===== src/hw/rtl/assert_macros.svh =====
// ----------------------------------------------------------------------------
// Assertion macros
// Concurrent assertion wrappers; empty when SYNTHESIS is defined.
// ----------------------------------------------------------------------------
`ifndef ASSERT_MACROS_SVH
`define ASSERT_MACROS_SVH

`ifndef SYNTHESIS
`define LZW_ASSERT(lbl, clk, rstn, cond) \
	lbl: assert property (@(posedge clk) disable iff (!rstn) (cond)) \
		else $error("assertion failed");
`define LZW_ASSERT_NEXT(lbl, clk, rstn, a, b) \
	lbl: assert property (@(posedge clk) disable iff (!rstn) (a) |=> (b)) \
		else $error("assertion failed");
`else
`define LZW_ASSERT(lbl, clk, rstn, cond)
`define LZW_ASSERT_NEXT(lbl, clk, rstn, a, b)
`endif

`endif


===== src/hw/rtl/lzw_ram.sv =====
// ----------------------------------------------------------------------------
// LZW generic RAM
// One write port, one read port, read data registered.
// ----------------------------------------------------------------------------
`default_nettype none

module lzw_ram #(
	parameter int WIDTH = 8,
	parameter int DEPTH = 256
) (
	input  wire logic                     clk,
	input  wire logic                     we,
	input  wire logic [$clog2(DEPTH)-1:0] waddr,
	input  wire logic [WIDTH-1:0]         wdata,
	input  wire logic [$clog2(DEPTH)-1:0] raddr,
	output logic      [WIDTH-1:0]         rdata
);

	logic [WIDTH-1:0] mem [DEPTH];

	always_ff @(posedge clk) begin
		if (we) begin
			mem[waddr] <= wdata;
		end
		rdata <= mem[raddr];
	end

endmodule

`default_nettype wire


===== config.mk =====
export PLATFORM = sky130hd
export DESIGN_NAME = lzw_ram
export DESIGN_NICKNAME = d
export VERILOG_FILES = /design/src/hw/rtl/assert_macros.svh /design/src/hw/rtl/lzw_ram.sv
export SDC_FILE = /design/constraint.sdc
export NUM_CORES = 2
export LEC_CHECK = 0
export BUFFER_PORTS_ARGS = -buffer_cell sky130_fd_sc_hd__buf_4
export CAP_MARGIN = 20
export CORE_AREA = 2 2 415 417
export DETAILED_ROUTE_END_ITERATION = 10
export DIE_AREA = 0 0 417 419
export PLACE_DENSITY = 0.65
export SLEW_MARGIN = 40
export SYNTH_ARGS = -nofsm -noshare
export SYNTH_HDL_FRONTEND = slang
export SYNTH_SLANG_ARGS = --single-unit

===== constraint.sdc =====
create_clock -name clk -period 5.68 [get_ports clk]
set_input_delay 1.136 -clock clk [delete_from_list [all_inputs] [get_ports clk]]
set_output_delay 1.136 -clock clk [all_outputs]
set_load 0.1 [all_outputs]

Word-level counts from Yosys, hierarchy flattened
Memory sizes are Yosys's and may differ from the RTL's. A register that Yosys moved wholly into a read port is not among the register bits.
Index checks and enable logic that the tools add are counted.
{"block": "totals", "wordCells": 3, "rom_bits": 0, "output_inout_bits": 8, "mem_bits_rw": 2048, "in_bits": 26, "latchBits": 0, "register_bits": 0, "n_memories": 1}
{"memory": "mem", "words": 256, "word_bits": 8, "rd": 1, "rd_clocked_by_memory_dff": 1, "write_ports": 1, "line": "lzw_ram.sv:19", "source": "logic [WIDTH-1:0] mem [DEPTH];"}
{"block": "op_classes", "magnitude_cmp": 0, "bitwise": 0, "n_eq_ne": 0, "n_shift": 0, "n_mul": 0, "n_reduce_logical": 0, "div": 0, "add_sub_neg": 0, "n_mux": 2}
{"operator": "1-bit two-way mux", "count": 2}

Depth between registers and ports, before layout
{"block": "logic_depth", "ltp_word": 2, "ltp_mapped": 11, "mapped_depth_nobuf": 6}

Worst setup path before layout
Ideal clock, no wire load.
{"block": "synth_path", "kind": "input-to-reg", "start": "input raddr[0]", "end": "register rdata[2], read port of mem", "setup_time_ps": 131, "t_required_ps": 5549, "n_path_buf": 4, "path_slack_ps": 2606, "cell_stages": 9, "arrival_time_ps": 2943, "path_cell_list": "buf_6 -> buf_12 -> buf_8 -> buf_2 -> mux4_2 -> a22oi_1 -> a21oi_1 -> nor4_1 -> nor4_2"}
{"item": "start, declared", "line": "lzw_ram.sv:15", "source": "input wire logic [$clog2(DEPTH)-1:0] raddr,"}
{"item": "end, declared", "line": "lzw_ram.sv:16", "source": "output logic [WIDTH-1:0] rdata"}

==> results.md <==
- The flow ran to the end, and the final reports show no timing, DRC or antenna violations.
- The number of distinct library cell variants in the gate-level netlist after synthesis is 55.
- The biggest area contributor in the post-synthesis netlist is sky130_fd_sc_hd__edfxtp_1.
- The wire length per cell is about 31 µm.
- The endpoint type of the worst setup path is a register.
- The top fanout value on the critical path is 96.
- The remaining antenna violation count is 0.
- The number of antenna violations at the first check in global routing is 10.
- The number of endpoints with negative hold slack in the final report came to 0.
- In the routed design, unresolved DRC markers number 0.
- The number of nets in the synthesized netlist is between 3000 and 4000.
- The final worst slack is ~2000 ps.
- Entering global routing, the biggest net connects around 180 pins.
- The main flop type after synthesis is sky130_fd_sc_hd__edfxtp_1.
- Routability-driven placement finished with a final weighted congestion of 0.873.
- The most frequent cell after synthesis is sky130_fd_sc_hd__edfxtp_1.
- In the final layout, the share of cells above drive strength 1 is roughly a quarter.
- The share of synthesized area in the top cell type comes to 77.3%.
- The total grt overflow is 0.
- The buffer type at the clock tree root is sky130_fd_sc_hd__clkbuf_16.
- The family with the most delay on the worst path is buffers and inverters.
- The final critical path takes up between 60% and 70% of the cycle.
- For met3 alone, demand over resource in global routing was 4.91%.
- The type of the setup path with the least slack is in -> reg.
- Multiplexer cells account for between 10% and 20% of the synthesized area.
- The path class of the lowest-slack min-delay path is in -> reg.
- For this run, the register share of the synthesized area comes to approximately 78%.
- The xor and xnor area share after synthesis is 0%.
- The number of setup buffers added after CTS is 0.
- The layer flagged by global routing as most heavily used is met2.
- After the last flow step, the layout net total stands at 3889.
- The number of failing setup endpoints in the final timing report is 0.
- The number of gates resized after cts is 0.
- The global routing usage on met2 is between 30 and 40%.
- The number of standard-cell rows in the floorplan is 152.
- Derived from the worst setup path, the maximum achievable clock frequency is 275 MHz.
- TritonCTS built the clock tree.
- The total power density per cell area is 354 nW/µm².
- The final sum of negative setup slack is 0 ps.
- For this configuration, the core starts out at a cell density of a little under half.
- The leakage component of the power is 27.4 nW.
- The nature of the critical path startpoint is a primary input.
- The total core area is roughly 170000 µm².
- The total number of H-tree levels is 4.
- The largest individual stage delay along the critical path comes from the cell sky130_fd_sc_hd__nor3_1.
- Setup repair after global routing left no endpoint under its margin.
- The area growth from synthesis to layout is 12.7%.
- The shortest period the worst path allows is roughly 3600 ps.
- Summing every instance area after synthesis gives 79600 µm².
- The global-route wire length before repair is around 280 mm.
- Each instance of the synthesized netlist takes up on average ~21 µm².
- Summing over every cut layer, the via total after detailed routing is just under 40000.
- The clock drives around 2000 sinks.
- The post-synthesis adder-cell area fraction is 0%.
- The number of top-level pins is 34.
- The insertion delay of the later-clocked pin in the worst-skew pair is between 800 and 900 ps.
- The number of global-route vias before repair is 38800.
- Counting flops and latches in the post-synthesis netlist gives around 2100.
- For this run, the total global-route usage over all layers was measured as 22.1%.
- The first detailed-routing pass ran for 6 iterations.
- By area, the combinational part of the netlist is dominated by multiplexers.
- After the first detailed-routing iteration, the DRC count stood at 5013.
- The share of async-settable or async-resettable flops after synthesis is 0%.
- IR analysis of the VDD net gives a maximum drop of 0.343 mV.
- The maximum single-stage delay on the critical path is 670 ps.
- The wire length reported by the detailed router is around 190 mm.
- The tightest hold path in the finished design has a slack of between 600 and 700 ps.
- Sorting the synthesized cells by how often they occur yields sky130_fd_sc_hd__edfxtp_1 (2048), sky130_fd_sc_hd__mux4_2 (454), sky130_fd_sc_hd__nor2_1 (282).
- The required time of the critical path is 6370 ps.
- Hold repair after CTS inserted 0 buffers.
- The die outline area is 175000 µm².
- Before CTS, the worst setup slack after placement is 1270 ps.
- Synthesis produced around 3700 cells.
- Counting flops with a built-in enable in the synthesized netlist gives between 2000 and 2500.
- The buffer depth of the longest clock path is 3.
- The critical path data arrival time is approximately 4300 ps.
- The number of buffers created by CTS is 199.
- On the final layout, the worst clock skew is roughly 81 ps.
- The clock transition at the registers of the reported paths is 60 ps.
- Headroom to the max-slew limit came out at 36.4%.
- The max capacitance violation total is 0.
- The buffer and inverter count on the worst path is 2.
- The total count of max-transition violations in the final report is 0.
- Measured along the y axis, the die boundary spans around 420 µm.
- The simple-gate share of the synthesized area is approximately 2.6%.
- The routed via count divided by cell count is just over 6.
- The horizontal die dimension is between 400 and 500 µm.
- The HPWL after detailed placement is about 120 mm.
- Yosys attributes the largest share of cell area to sky130_fd_sc_hd__edfxtp_1 (77%), sky130_fd_sc_hd__mux4_2 (13%), sky130_fd_sc_hd__mux2i_1 (1.7%).
- Global routing used 31.5% of the available met1 tracks.
- The count of input and output buffers is 33.
- The synthesized netlist devotes under 10% of its cell area to compound gates.
- Walking the worst path, the cells encountered are buf_8 -> buf_12 -> mux4_2 -> a22o_1 -> a221oi_1 -> o32ai_1 -> nor3_1 -> nor4_1.
- The synthesis warning total is 0.
- For the pin with the worst max-slew slack, the measured transition is 951 ps.
==> flip-flops by register name, indices dropped and copies added (netlist names) <==
name and cells:
mem 2048, rdata 8
==> through the flow <==
stage / area (µm²) / std cells / utilization, % / power [mW]
6_report: 89700 / 6267 / 52.6 / 31.7
5_1_grt: 89600 / 6266 / 52.6 / 32.6
4_1_cts: 89200 / 6257 / 52.3 / 31.9
3_5_place_dp: 82700 / 5888 / 48.5 / 18.7
3_3_place_gp: 82300 / 5880 / 48.3 / 18.6
2_1_floorplan: 79600 / 3733 / - / 18.0
==> path summary, 6_finish.rpt <==
path          startpoint           to  slack, ps  depth (start not counted)
max             raddr[1]     rdata[5]       2050                          8
min             wdata[5]  mem[143][5]        680                          1
max reg2reg  mem[211][5]     rdata[5]       3030                          6
min reg2reg  mem[103][7]     rdata[7]       1040                          5
==> layout make-up <==
type	count	area [µm²]
fillers	12800	80900
flip-flops and latches	2056	61700
multi-input cells	1442	16900
clock buffers	240	5150
well taps	2233	2790
repair buffers	162	1670
clock inverters	129	1440
inverters	2	7.51
diodes	3	7.51
==> layout by cell type, fill, tap and decap left out, types with 9 or more instances in the layout <==
master / synthesis / final
sky130_fd_sc_hd__clkinv_1: 1 / 45
sky130_fd_sc_hd__nand3_1: 34 / 24
sky130_fd_sc_hd__clkinv_2: 0 / 39
sky130_fd_sc_hd__a22oi_1: 133 / 133
sky130_fd_sc_hd__a221oi_1: 13 / 12
sky130_fd_sc_hd__nand3_2: 0 / 10
sky130_fd_sc_hd__o21ai_0: 10 / 10
sky130_fd_sc_hd__buf_12: 8 / 18
sky130_fd_sc_hd__nor3_1: 22 / 22
sky130_fd_sc_hd__nor2_1: 282 / 151
sky130_fd_sc_hd__o22ai_1: 28 / 28
sky130_fd_sc_hd__nor4_2: 3 / 9
sky130_fd_sc_hd__edfxtp_1: 2048 / 2048
sky130_fd_sc_hd__o221ai_1: 46 / 46
sky130_fd_sc_hd__clkbuf_16: 0 / 200
sky130_fd_sc_hd__a211oi_1: 16 / 15
sky130_fd_sc_hd__a21oi_1: 96 / 95
sky130_fd_sc_hd__nand2_1: 33 / 28
sky130_fd_sc_hd__nor2_2: 0 / 128
sky130_fd_sc_hd__nand4_1: 10 / 10
sky130_fd_sc_hd__o211ai_1: 10 / 10
sky130_fd_sc_hd__buf_4: 27 / 125
sky130_fd_sc_hd__bufinv_16: 0 / 25
sky130_fd_sc_hd__mux2i_1: 134 / 134
sky130_fd_sc_hd__mux4_2: 454 / 454
sky130_fd_sc_hd__nor4_1: 24 / 18
sky130_fd_sc_hd__clkbuf_1: 111 / 40
sky130_fd_sc_hd__nor2b_1: 31 / 28
==> per-layer routing <==
| metal | vias up | part of all wire [%] |
|---|---|---|
| met2 | 1906 | 47 |
| li1 | 16000 | - |
| met1 | 20600 | 40 |
| met5 | - | 0.018 |
| met4 | 4 | 3.4 |
| met3 | 301 | 9.5 |
==> cells by family after synthesis <==
family,after synthesis
muxes,591
and+or+nand+nor,466
AOI/OAI and AO/OA,385
buffers and inverters,235
DFF,2056
==> report_power, final <==
| part | internal, mW | switching, mW | leakage [nW] |
|---|---|---|---|
| sequential | 16.7 | 0.0339 | 18.5 |
| clock | 7.65 | 5.72 | 3.22 |
| combinational | 0.536 | 1.08 | 5.74 |
| total | 24.9 | 6.83 | 27.4 |
(Power assumes the default switching activity.)
